[config.mk]
export PLATFORM = sky130hd
export DESIGN_NAME = encoder_speed_step_regulator_top
export DESIGN_NICKNAME = d
export VERILOG_FILES = /design/src/rtl/core/esr_pkg.sv /design/src/rtl/core/encoder_speed_step_regulator_top.sv /design/src/rtl/core/esr_div.sv /design/src/rtl/core/esr_datapath.sv /design/src/rtl/core/esr_ctrl.sv
export SDC_FILE = /design/constraint.sdc
export NUM_CORES = 2
export LEC_CHECK = 0
export ABC_CLOCK_PERIOD_IN_PS = 6700
export CAP_MARGIN = 10
export CORE_ASPECT_RATIO = 0.9
export CORE_MARGIN = 4
export CORE_UTILIZATION = 40
export CTS_BUF_LIST = sky130_fd_sc_hd__clkbuf_8
export DETAILED_ROUTE_END_ITERATION = 12
export DONT_BUFFER_PORTS = 1
export PLACE_DENSITY = 0.53
export SLEW_MARGIN = 20
export SYNTH_ARGS = -nofsm -noshare
export SYNTH_HDL_FRONTEND = slang
export SYNTH_SLANG_ARGS = --single-unit
[constraint.sdc]
create_clock -name clock -period 6.7 [get_ports clock]
set_clock_uncertainty 0.15 [all_clocks]
set_input_delay 1.005 -clock clock [delete_from_list [all_inputs] [get_ports clock]]
set_output_delay 1.005 -clock clock [all_outputs]
set_load 0.02 [all_outputs]
[src/rtl/core/esr_pkg.sv]
// Package for the encoder speed step regulator.
// Holds the shared widths, codes and the controller/datapath handshake structs.
// No dependencies.
package esr_pkg;

   localparam int COUNT_BITS_DEF = 32;
   localparam int DUTY_MAX_DEF   = 255;
   localparam int DIV_BITS       = 32;
   localparam int DRIVE_BITS     = 11;
   localparam int POWER_BITS     = 10;
   localparam int INTERVAL_BITS  = 16;
   localparam int CSR_ADDR_BITS  = 3;
   localparam int CSR_DATA_BITS  = 32;
   localparam int REQ_DATA_BITS  = 40;
   localparam int REQ_USER_BITS  = 2;
   localparam int RSP_DATA_BITS  = 80;
   localparam int RSP_USER_BITS  = 2;

   typedef logic [1:0] mode_type;
   localparam mode_type MODE_EDGE   = 2'd0;
   localparam mode_type MODE_SAMPLE = 2'd1;
   localparam mode_type MODE_CLEAR  = 2'd2;

   typedef enum logic [CSR_ADDR_BITS-1:0] {
      CSR_MAX_POWER    = 3'd0,
      CSR_ADJUST_STEP  = 3'd1,
      CSR_MIN_INTERVAL = 3'd2,
      CSR_INVERT       = 3'd3,
      CSR_TARGET_SPEED = 3'd4
   } csr_index_type;

   typedef struct packed {
      logic capture;
      logic prep;
      logic count_edge;
      logic count_clear;
      logic diff;
      logic scale;
      logic spd_start;
      logic spd_load;
      logic drive_up;
      logic drive_down;
      logic drive_zero;
      logic map;
      logic prod;
      logic duty_start;
      logic duty_load;
      logic out_load;
   } cmd_type;

   typedef struct packed {
      mode_type mode;
      logic     interval_ok;
      logic     target_zero;
      logic     speed_lt;
      logic     speed_gt;
      logic     div_done;
   } stat_type;

endpackage

[src/rtl/core/encoder_speed_step_regulator_top.sv]
// Top level of the encoder speed step regulator.
// Depends on esr_pkg; instantiates esr_ctrl and esr_datapath.
//
// Each request beat is one event: an encoder edge, a timed control sample or
// a count clear, selected by req_tuser. Every request yields exactly one
// response beat with the held duty and direction, the last measured speed,
// the corrected encoder count and two flags in rsp_tuser.
// Settings are to be written through csr_we, csr_addr and csr_wdata only while
// idle; the user must keep to this, as the block itself does not enforce it.
// An edge, a clear or an unused mode goes from the decode state straight to the
// finish state, and a skipped sample passes the interval check first. An
// acted-on sample computes the speed quotient, and when the drive is rewritten
// also the duty scaling; each passes through one shared divider that produces
// one quotient bit per cycle.
// One item is processed at a time; a new request can be accepted once the
// previous result sits in the output register, even if it is not yet taken.
// When the receiver stalls, that response is held and the next finished
// item waits until the output register is free.
// Synchronous reset clears the count, speed, drive and settings to their
// defaults and drops rsp_tvalid.
module encoder_speed_step_regulator_top import esr_pkg::*; #(
   parameter int COUNT_BITS = COUNT_BITS_DEF,
   parameter int DUTY_MAX   = DUTY_MAX_DEF
) (
   input  logic                     clock,
   input  logic                     reset,
   input  logic                     req_tvalid,
   output logic                     req_tready,
   // Fields from bit 0: line_a, line_b, time_ms, zero padding.
   input  logic [REQ_DATA_BITS-1:0] req_tdata,
   // Fields from bit 0: mode.
   input  logic [REQ_USER_BITS-1:0] req_tuser,
   output logic                     rsp_tvalid,
   input  logic                     rsp_tready,
   // Fields from bit 0: pwm_duty, direction, speed, count, zero padding.
   output logic [RSP_DATA_BITS-1:0] rsp_tdata,
   // Fields from bit 0: sample_taken, drive_written.
   output logic [RSP_USER_BITS-1:0] rsp_tuser,
   input  logic                     csr_we,
   input  logic [CSR_ADDR_BITS-1:0] csr_addr,
   input  logic [CSR_DATA_BITS-1:0] csr_wdata
);

   cmd_type     cmd;
   stat_type    stat;
   logic [7:0]  pwm_duty;
   logic        direction;
   logic [31:0] speed;
   logic [31:0] count;
   logic        sample_taken;
   logic        drive_written;

   esr_ctrl u_ctrl (
      .clock      (clock),
      .reset      (reset),
      .req_tvalid (req_tvalid),
      .req_tready (req_tready),
      .rsp_tvalid (rsp_tvalid),
      .rsp_tready (rsp_tready),
      .stat       (stat),
      .cmd        (cmd)
   );

   esr_datapath #(
      .COUNT_BITS (COUNT_BITS),
      .DUTY_MAX   (DUTY_MAX)
   ) u_datapath (
      .clock             (clock),
      .reset             (reset),
      .csr_we            (csr_we),
      .csr_addr          (csr_addr),
      .csr_wdata         (csr_wdata),
      .in_mode           (req_tuser[1:0]),
      .in_line_a         (req_tdata[0]),
      .in_line_b         (req_tdata[1]),
      .in_time_ms        (req_tdata[33:2]),
      .cmd               (cmd),
      .stat              (stat),
      .out_pwm_duty      (pwm_duty),
      .out_direction     (direction),
      .out_speed         (speed),
      .out_count         (count),
      .out_sample_taken  (sample_taken),
      .out_drive_written (drive_written)
   );

   assign rsp_tdata = {7'd0, count, speed, direction, pwm_duty};
   assign rsp_tuser = {drive_written, sample_taken};

endmodule

[src/rtl/core/esr_div.sv]
// Serial restoring divider, unsigned, one quotient bit per cycle.
// Depends on esr_pkg for the operand width.
module esr_div import esr_pkg::*; (
   input  logic                clock,
   input  logic                reset,
   input  logic                start,
   input  logic [DIV_BITS-1:0] dividend,
   input  logic [DIV_BITS-1:0] divisor,
   output logic                done,
   output logic [DIV_BITS-1:0] quotient
);

   localparam int CNT_BITS = $clog2(DIV_BITS + 1);

   logic [DIV_BITS-1:0] rem_ff;
   logic [DIV_BITS-1:0] quo_ff;
   logic [DIV_BITS-1:0] dvs_ff;
   logic [CNT_BITS-1:0] cnt_ff;
   logic                busy_ff;
   logic                done_ff;

   logic [DIV_BITS:0]   shifted_in;
   logic [DIV_BITS:0]   trial_in;

   always_comb begin
      shifted_in = {rem_ff, quo_ff[DIV_BITS-1]};
      trial_in   = shifted_in - {1'b0, dvs_ff};
   end

   always_ff @(posedge clock) begin
      if (reset) begin
         busy_ff <= 1'b0;
         done_ff <= 1'b0;
         cnt_ff  <= '0;
      end else begin
         done_ff <= 1'b0;
         if (start) begin
            busy_ff <= 1'b1;
            cnt_ff  <= CNT_BITS'(DIV_BITS);
         end else if (busy_ff) begin
            cnt_ff <= cnt_ff - 1'b1;
            if (cnt_ff == CNT_BITS'(1)) begin
               busy_ff <= 1'b0;
               done_ff <= 1'b1;
            end
         end
      end
   end

   always_ff @(posedge clock) begin
      if (start) begin
         rem_ff <= '0;
         quo_ff <= dividend;
         dvs_ff <= divisor;
      end else if (busy_ff) begin
         if (!trial_in[DIV_BITS]) begin
            rem_ff <= trial_in[DIV_BITS-1:0];
            quo_ff <= {quo_ff[DIV_BITS-2:0], 1'b1};
         end else begin
            rem_ff <= shifted_in[DIV_BITS-1:0];
            quo_ff <= {quo_ff[DIV_BITS-2:0], 1'b0};
         end
      end
   end

   assign done     = done_ff;
   assign quotient = quo_ff;

endmodule

[src/rtl/core/esr_datapath.sv]
// Datapath of the regulator: settings, encoder count, speed and drive registers.
// Depends on esr_pkg and instantiates the serial divider esr_div.
module esr_datapath import esr_pkg::*; #(
   parameter int COUNT_BITS = COUNT_BITS_DEF,
   parameter int DUTY_MAX   = DUTY_MAX_DEF
) (
   input  logic                     clock,
   input  logic                     reset,
   input  logic                     csr_we,
   input  logic [CSR_ADDR_BITS-1:0] csr_addr,
   input  logic [CSR_DATA_BITS-1:0] csr_wdata,
   input  mode_type                 in_mode,
   input  logic                     in_line_a,
   input  logic                     in_line_b,
   input  logic [31:0]              in_time_ms,
   input  cmd_type                  cmd,
   output stat_type                 stat,
   output logic [7:0]               out_pwm_duty,
   output logic                     out_direction,
   output logic [31:0]              out_speed,
   output logic [31:0]              out_count,
   output logic                     out_sample_taken,
   output logic                     out_drive_written
);

   localparam int PROD_BITS = POWER_BITS + $clog2(DUTY_MAX + 1);

   logic [POWER_BITS-1:0]    max_power_ff;
   logic [POWER_BITS-1:0]    adjust_step_ff;
   logic [INTERVAL_BITS-1:0] min_interval_ff;
   logic                     invert_ff;
   logic [31:0]              target_ff;

   mode_type                 mode_ff;
   logic                     line_a_ff;
   logic                     line_b_ff;
   logic [31:0]              time_ff;

   logic [COUNT_BITS-1:0]    raw_count_ff;
   logic [31:0]              prev_count_ff;
   logic [31:0]              prev_time_ff;
   logic [31:0]              speed_ff;
   logic [DRIVE_BITS-1:0]    drive_ff;
   logic [7:0]               duty_ff;
   logic                     dir_ff;

   logic [31:0]              cur_ff;
   logic [31:0]              delta_ff;
   logic [31:0]              diff_ff;
   logic [31:0]              num_ff;
   logic                     neg_ff;
   logic                     den_zero_ff;
   logic                     dir_next_ff;
   logic [POWER_BITS-1:0]    mag_ff;
   logic [PROD_BITS-1:0]     prod_ff;
   logic                     taken_ff;
   logic                     written_ff;

   logic [7:0]               rsp_duty_ff;
   logic                     rsp_dir_ff;
   logic [31:0]              rsp_speed_ff;
   logic [31:0]              rsp_count_ff;
   logic                     rsp_taken_ff;
   logic                     rsp_written_ff;

   logic [31:0]              raw_ext;
   logic [31:0]              logical_in;
   logic [31:0]              scaled_in;
   logic [DIV_BITS-1:0]      div_a_in;
   logic [DIV_BITS-1:0]      div_b_in;
   logic                     div_done;
   logic [DIV_BITS-1:0]      div_q;
   logic [31:0]              q_signed_in;
   logic [DRIVE_BITS:0]      drive_x_in;
   logic [DRIVE_BITS:0]      lim_in;
   logic [DRIVE_BITS:0]      nlim_in;
   logic [DRIVE_BITS:0]      up_in;
   logic [DRIVE_BITS:0]      down_in;
   logic [DRIVE_BITS:0]      clamp_in;
   logic [DRIVE_BITS:0]      pol_in;
   logic [DRIVE_BITS:0]      abs_in;

   if (COUNT_BITS >= 32) begin : g_count_wide
      assign raw_ext = raw_count_ff[31:0];
   end else begin : g_count_narrow
      assign raw_ext = {{(32 - COUNT_BITS){raw_count_ff[COUNT_BITS-1]}}, raw_count_ff};
   end

   always_comb begin
      logical_in  = invert_ff ? (32'd0 - raw_ext) : raw_ext;
      scaled_in   = (diff_ff << 10) - (diff_ff << 4) - (diff_ff << 3);
      q_signed_in = neg_ff ? (32'd0 - div_q) : div_q;
      if (cmd.duty_start) begin
         div_a_in = DIV_BITS'(prod_ff);
         div_b_in = DIV_BITS'(max_power_ff);
      end else begin
         div_a_in = num_ff[31] ? (32'd0 - num_ff) : num_ff;
         div_b_in = delta_ff[31] ? (32'd0 - delta_ff) : delta_ff;
      end
      drive_x_in = {drive_ff[DRIVE_BITS-1], drive_ff};
      lim_in     = (DRIVE_BITS + 1)'(max_power_ff);
      nlim_in    = '0 - lim_in;
      up_in      = drive_x_in + (DRIVE_BITS + 1)'(adjust_step_ff);
      down_in    = drive_x_in - (DRIVE_BITS + 1)'(adjust_step_ff);
      if ($signed(drive_x_in) > $signed(lim_in)) begin
         clamp_in = lim_in;
      end else if ($signed(drive_x_in) < $signed(nlim_in)) begin
         clamp_in = nlim_in;
      end else begin
         clamp_in = drive_x_in;
      end
      pol_in = invert_ff ? ('0 - clamp_in) : clamp_in;
      abs_in = pol_in[DRIVE_BITS] ? ('0 - pol_in) : pol_in;
   end

   esr_div u_div (
      .clock    (clock),
      .reset    (reset),
      .start    (cmd.spd_start | cmd.duty_start),
      .dividend (div_a_in),
      .divisor  (div_b_in),
      .done     (div_done),
      .quotient (div_q)
   );

   always_ff @(posedge clock) begin
      if (reset) begin
         max_power_ff    <= POWER_BITS'(255);
         adjust_step_ff  <= POWER_BITS'(1);
         min_interval_ff <= INTERVAL_BITS'(10);
         invert_ff       <= 1'b0;
         target_ff       <= '0;
      end else if (csr_we) begin
         case (csr_addr)
            CSR_MAX_POWER:    max_power_ff    <= csr_wdata[POWER_BITS-1:0];
            CSR_ADJUST_STEP:  adjust_step_ff  <= csr_wdata[POWER_BITS-1:0];
            CSR_MIN_INTERVAL: min_interval_ff <= csr_wdata[INTERVAL_BITS-1:0];
            CSR_INVERT:       invert_ff       <= csr_wdata[0];
            CSR_TARGET_SPEED: target_ff       <= csr_wdata[31:0];
            default: ;
         endcase
      end
   end

   always_ff @(posedge clock) begin
      if (reset) begin
         raw_count_ff  <= '0;
         prev_count_ff <= '0;
         prev_time_ff  <= '0;
         speed_ff      <= '0;
         drive_ff      <= '0;
         duty_ff       <= '0;
         dir_ff        <= 1'b0;
         taken_ff      <= 1'b0;
         written_ff    <= 1'b0;
      end else begin
         if (cmd.capture) begin
            taken_ff   <= 1'b0;
            written_ff <= 1'b0;
         end
         if (cmd.count_edge) begin
            if (line_a_ff == line_b_ff) begin
               raw_count_ff <= raw_count_ff + COUNT_BITS'(1);
            end else begin
               raw_count_ff <= raw_count_ff - COUNT_BITS'(1);
            end
         end
         if (cmd.count_clear) begin
            raw_count_ff <= '0;
         end
         if (cmd.spd_load) begin
            speed_ff      <= den_zero_ff ? 32'd0 : q_signed_in;
            prev_time_ff  <= time_ff;
            prev_count_ff <= cur_ff;
            taken_ff      <= 1'b1;
         end
         if (cmd.drive_up) begin
            drive_ff   <= ($signed(up_in) < $signed(lim_in)) ?
                          up_in[DRIVE_BITS-1:0] : lim_in[DRIVE_BITS-1:0];
            written_ff <= 1'b1;
         end
         if (cmd.drive_down) begin
            drive_ff   <= ($signed(down_in) > $signed(nlim_in)) ?
                          down_in[DRIVE_BITS-1:0] : nlim_in[DRIVE_BITS-1:0];
            written_ff <= 1'b1;
         end
         if (cmd.drive_zero) begin
            drive_ff   <= '0;
            written_ff <= 1'b1;
         end
         if (cmd.duty_load) begin
            duty_ff <= (max_power_ff == '0) ? 8'd0 : div_q[7:0];
            dir_ff  <= dir_next_ff;
         end
      end
   end

   always_ff @(posedge clock) begin
      if (cmd.capture) begin
         mode_ff   <= in_mode;
         line_a_ff <= in_line_a;
         line_b_ff <= in_line_b;
         time_ff   <= in_time_ms;
      end
      if (cmd.prep) begin
         cur_ff   <= logical_in;
         delta_ff <= time_ff - prev_time_ff;
      end
      if (cmd.diff) begin
         diff_ff <= cur_ff - prev_count_ff;
      end
      if (cmd.scale) begin
         num_ff <= scaled_in;
      end
      if (cmd.spd_start) begin
         neg_ff      <= num_ff[31] ^ delta_ff[31];
         den_zero_ff <= (delta_ff == '0);
      end
      if (cmd.map) begin
         dir_next_ff <= !pol_in[DRIVE_BITS] && (pol_in != '0);
         mag_ff      <= abs_in[POWER_BITS-1:0];
      end
      if (cmd.prod) begin
         prod_ff <= PROD_BITS'(mag_ff * DUTY_MAX);
      end
      if (cmd.out_load) begin
         rsp_duty_ff    <= duty_ff;
         rsp_dir_ff     <= dir_ff;
         rsp_speed_ff   <= speed_ff;
         rsp_count_ff   <= logical_in;
         rsp_taken_ff   <= taken_ff;
         rsp_written_ff <= written_ff;
      end
   end

   always_comb begin
      stat.mode        = mode_ff;
      stat.interval_ok = (delta_ff >= 32'(min_interval_ff));
      stat.target_zero = (target_ff == '0);
      stat.speed_lt    = ($signed(speed_ff) < $signed(target_ff));
      stat.speed_gt    = ($signed(speed_ff) > $signed(target_ff));
      stat.div_done    = div_done;
   end

   assign out_pwm_duty      = rsp_duty_ff;
   assign out_direction     = rsp_dir_ff;
   assign out_speed         = rsp_speed_ff;
   assign out_count         = rsp_count_ff;
   assign out_sample_taken  = rsp_taken_ff;
   assign out_drive_written = rsp_written_ff;

endmodule

[src/rtl/core/esr_ctrl.sv]
// Controller state machine of the regulator: sequences one item through the datapath.
// Depends on esr_pkg for the command and status structs.
module esr_ctrl import esr_pkg::*; (
   input  logic     clock,
   input  logic     reset,
   input  logic     req_tvalid,
   output logic     req_tready,
   output logic     rsp_tvalid,
   input  logic     rsp_tready,
   input  stat_type stat,
   output cmd_type  cmd
);

   typedef enum logic [3:0] {
      ST_IDLE,
      ST_DECODE,
      ST_CHECK,
      ST_DIFF,
      ST_SCALE,
      ST_SPD_START,
      ST_SPD_WAIT,
      ST_COMPARE,
      ST_MAP,
      ST_PROD,
      ST_DUTY_START,
      ST_DUTY_WAIT,
      ST_FINISH
   } state_type;

   state_type state_ff;
   state_type state_in;
   logic      rsp_valid_ff;
   logic      out_free;

   assign out_free = !rsp_valid_ff || rsp_tready;

   always_comb begin
      cmd      = '0;
      state_in = state_ff;
      case (state_ff)
         ST_IDLE: begin
            if (req_tvalid) begin
               cmd.capture = 1'b1;
               state_in    = ST_DECODE;
            end
         end
         ST_DECODE: begin
            cmd.prep = 1'b1;
            state_in = ST_FINISH;
            case (stat.mode)
               MODE_EDGE:   cmd.count_edge  = 1'b1;
               MODE_CLEAR:  cmd.count_clear = 1'b1;
               MODE_SAMPLE: state_in        = ST_CHECK;
               default: ;
            endcase
         end
         ST_CHECK: begin
            state_in = stat.interval_ok ? ST_DIFF : ST_FINISH;
         end
         ST_DIFF: begin
            cmd.diff = 1'b1;
            state_in = ST_SCALE;
         end
         ST_SCALE: begin
            cmd.scale = 1'b1;
            state_in  = ST_SPD_START;
         end
         ST_SPD_START: begin
            cmd.spd_start = 1'b1;
            state_in      = ST_SPD_WAIT;
         end
         ST_SPD_WAIT: begin
            if (stat.div_done) begin
               cmd.spd_load = 1'b1;
               state_in     = ST_COMPARE;
            end
         end
         ST_COMPARE: begin
            state_in = ST_MAP;
            if (stat.target_zero) begin
               cmd.drive_zero = 1'b1;
            end else if (stat.speed_lt) begin
               cmd.drive_up = 1'b1;
            end else if (stat.speed_gt) begin
               cmd.drive_down = 1'b1;
            end else begin
               state_in = ST_FINISH;
            end
         end
         ST_MAP: begin
            cmd.map  = 1'b1;
            state_in = ST_PROD;
         end
         ST_PROD: begin
            cmd.prod = 1'b1;
            state_in = ST_DUTY_START;
         end
         ST_DUTY_START: begin
            cmd.duty_start = 1'b1;
            state_in       = ST_DUTY_WAIT;
         end
         ST_DUTY_WAIT: begin
            if (stat.div_done) begin
               cmd.duty_load = 1'b1;
               state_in      = ST_FINISH;
            end
         end
         ST_FINISH: begin
            if (out_free) begin
               cmd.out_load = 1'b1;
               state_in     = ST_IDLE;
            end
         end
         default: state_in = ST_IDLE;
      endcase
   end

   always_ff @(posedge clock) begin
      if (reset) begin
         state_ff     <= ST_IDLE;
         rsp_valid_ff <= 1'b0;
      end else begin
         state_ff <= state_in;
         if (cmd.out_load) begin
            rsp_valid_ff <= 1'b1;
         end else if (rsp_tready) begin
            rsp_valid_ff <= 1'b0;
         end
      end
   end

   assign req_tready = (state_ff == ST_IDLE);
   assign rsp_tvalid = rsp_valid_ff;

endmodule
==> flow_summary_export.csv <==
group,metric,value,unit
outcome,outcome,"finished, final reports clean",
timing,rsz0062_at_grt,"no",
power_and_ir_drop,p_sw_frac,0.358,
final_layout,area_growth_syn_to_layout,9.41,%
timing,max_slew.worst_pin.slew,1030,ps
timing,final-setup-viol-count,0,
global_routing,antenna_found_initial,5,
worst_setup_path,crit_chain,"or4_4, or4_1, inv_1, ha_1, nand2_1, a2111o_1, a21o_4, a211oi_2, nand2_1, o21a_1, ha_1, nand2b_1, xnor2_1, nand3_1, or4_4, o31a_1, xnor2_1",
detailed_routing,wl_per_cell,17.9,um
worst_setup_path,r2r_start,"u_datapath.max_power_ff[2]$_SDFFE_PP1P_",
floorplan,die_w,328,um
yosys,synth_seq_cells,586,
timing,fin_crit_sh,0.889,
final_layout,finalInstanceArea,40200,um^2
clock_network,clock_path_buffers,3,
floorplan,die_area,96800,um^2
global_routing,grt_start_max_net_pins,190,
worst_setup_path,worstSetupEndpointType,"flop",
global_routing,overflow,0,
yosys,ys_warn_count,0,
worst_setup_path,critPathLaunchType,"flop",
power_and_ir_drop,pwr-share-clk,0.266,
timing,slew_violations,0,
power_and_ir_drop,seq_power_share,0.371,
detailed_routing,drt-total-wl,94100,um
power_and_ir_drop,p_sw,4650,uW
detailed_routing,drt_iter0_drc,1664,
hold_path,hold_path_class,"in2reg",
detailed_routing,met3WireLength,5010,um
floorplan,pin_count,166,
placement,gp_congestion,0.888,
worst_setup_path,crit_slowest_cell,"or4_1",
worst_setup_path,arrival,6280,ps
global_routing,grt_pass1_wl,147000,um
yosys,synth_edf_count,325,
detailed_routing,vias_per_cell,5.20,
power_and_ir_drop,powerDensity,323,nW/um^2
timing,post-route-min-period,5950,ps
power_and_ir_drop,p_comb_frac,0.363,
yosys,syn_area_per_cell,9.31,um^2
worst_setup_path,cp-startpoint,"u_datapath.max_power_ff[2]$_SDFFE_PP1P_",
yosys,yosysSeqAreaShare,0.408,
job,maxCapViolCount,0,
yosys,post-synth-top-count-cell,"nand2_1",
clock_network,post-cts-setup-buffer-count,0,
clock_network,cts_tree,"yes",
yosys,async_flop_share,0,
detailed_routing,highest_layer,"met5",
power_and_ir_drop,p_int,8320,uW
yosys,yosysTopAreaCell,"edfxtp_1",
detailed_routing,wl_met2,41600,um
clock_network,htreeDepth,3,
yosys,syn_inst,3948,
final_layout,drive_gt1_frac,0.0618,
timing,hold_violations,0,
clock_network,clock_sinks,586,
clock_network,hold_buffers,0,
detailed_routing,ant_nets,0,
timing,setup_tns,0,ps
yosys,synth.distinct_cells,93,
timing,slew-limit-headroom,0.311,
floorplan,core_area,91200,um^2
placement,portBuffers,0,
worst_setup_path,crit_required,7020,ps
hold_path,hp-start,"reset",
detailed_routing,drt-pass1-iter-count,5,
worst_setup_path,crit_fanout,12,
detailed_routing,drc,0,
yosys,synth.area.top_cells,"edfxtp_1 27%, dfxtp_1 14%, ha_1 10%",
clock_network,cts-root-buf,"clkbuf_8",
worst_setup_path,path_delay_family,"simple AND/OR/NAND/NOR gates",
floorplan,start_util,0.403,
detailed_routing,drt-met1-wl,45700,um
detailed_routing,vias,27300,
yosys,synthFlopType,"edfxtp_1",
clock_network,ctsResizeCount,0,
yosys,syn-cell-area,36800,um^2
global_routing,track_usage,0.191,
placement,dpl_cell_area,38000,um^2
clock_network,path_clk_slew,60,ps
final_layout,finish.net_count,4386,
power_and_ir_drop,ir_drop,203,uV
floorplan,die_y,296,um
floorplan,rows,105,
worst_setup_path,cp_num_buf_inv,1,
yosys,synth.top_cells.by_count,"493 x nand2_1, 366 x a21oi_1, 341 x inv_1",
worst_setup_path,cpPeakStageDelay,740,ps
global_routing,grt_pass1_vias,25500,
yosys,netlist.area_leader.share,0.266,
timing,fmaxAchievable,168,MHz
clock_network,clkLatencyLatePin,730,ps
power_and_ir_drop,leakage,0.0157,uW
worst_setup_path,path_class,"reg2reg",
placement,dpl.hpwl,70000,um
clock_network,cts_inserted_buffers,103,
metal layers:
layer / vias to the layer above / global-route usage
met5: - / 0
li1: 13900 / -
met2: 474 / 0.296
met1: 12800 / 0.275
met4: 2 / 0.0465
met3: 113 / 0.0410
logic make-up (layout without fill, tap and decap cells):
kind of cell,Yosys count,count (layout),share of synthesized area
and+or+nand+nor,1137,1137,0.141
muxes,41,41,0.0119
DFF,586,586,0.408
other,1,9,0.000102
buffers and inverters,499,571,0.0528
xor gates and xnor gates,304,304,0.0732
AOI/OAI and AO/OA,1009,1009,0.173
adders and majority gates,371,371,0.140
state kept, by name, summed over array words and instances (netlist names), 32 cells and up:
register and flops:
u_datapath.time_ff 32, u_datapath.target_ff 32, u_datapath.u_div.quotient 32, u_datapath.u_div.dvs_ff 32, u_datapath.out_speed 32, u_datapath.raw_count_ff 32, u_datapath.delta_ff 32, u_datapath.prev_time_ff 32
u_datapath.out_count 32, u_datapath.speed_ff 32, u_datapath.u_div.rem_ff 32
final timing paths:
| kind | endpoint | slack (ps) | cells after the start |
|---|---|---|---|
| max | u_datapath.mag_ff[9]$_DFFE_PP_ | 750 | 17 |
| min | u_datapath.adjust_step_ff[2]$_SDFFE_PP0P_ | 200 | 1 |
| max reg2reg | u_datapath.mag_ff[9]$_DFFE_PP_ | 750 | 17 |
| min reg2reg | u_datapath.out_pwm_duty[0]$_DFFE_PP_ | 280 | 0 |
power by group through the flow:
stage	clock [uW]	sequential, uW	combinational (uW)
6_report	3450	4810	4710
5_1_grt	3740	4860	5430
4_1_cts	3580	4810	4760
3_5_place_dp	0	4880	4720
3_3_place_gp	0	4880	4700
2_1_floorplan	0	4730	3800
worst register-to-register path: cells and delay by family, from the launching register on:
family,cells,cell delay [ps]
compound gates,5,1460
xor+xnor,2,430
fa+ha+maj,2,640
buf+inv,1,170
flops,1,410
simple gates,7,2420
metrics by stage:
step	power (uW)	instances	hold slack [ps]	worst slack, ps	util
5_1_grt	14000	5257	135	275	0.441
4_1_cts	13100	5256	113	783	0.441
3_3_place_gp	9580	5058	263	876	0.417
3_5_place_dp	9600	5060	270	805	0.417
6_report	13000	5258	205	746	0.441
2_1_floorplan	8530	3954	258	1070	-
area by class of cell:
class | instances | area [um^2]
sequential | 586 | 15000
multi-input combinational | 2869 | 20000
clock inverter | 84 | 614
inverter | 341 | 1280
timing repair buffer | 34 | 295
fill | 9062 | 51000
clock buffer | 112 | 1540
tap | 1230 | 1540
antenna | 2 | 5.00
cell usage in the layout (no fill, tap or decap), types with 15 or more instances in the layout:
| master | count |
|---|---|
| a211o_1 | 22 |
| a211oi_1 | 29 |
| a21boi_0 | 18 |
| a21o_1 | 69 |
| a21oi_1 | 366 |
| a22oi_1 | 30 |
| a31oi_1 | 18 |
| and2_1 | 16 |
| and3_1 | 19 |
| buf_4 | 32 |
| clkbuf_8 | 112 |
| clkinv_1 | 20 |
| dfxtp_1 | 259 |
| edfxtp_1 | 325 |
| fa_1 | 67 |
| ha_1 | 302 |
| inv_1 | 371 |
| mux2i_1 | 35 |
| nand2_1 | 493 |
| nand2b_1 | 45 |
| nand3_1 | 52 |
| nand4_1 | 21 |
| nor2_1 | 264 |
| nor2b_1 | 39 |
| nor3_1 | 52 |
| nor4_1 | 22 |
| o21a_1 | 46 |
| o21ai_0 | 208 |
| o21bai_1 | 23 |
| o31ai_1 | 35 |
| o41ai_1 | 24 |
| or2_2 | 15 |
| or3_1 | 37 |
| or4_1 | 17 |
| xnor2_1 | 202 |
| xor2_1 | 98 |
(Power assumes the default switching activity.)
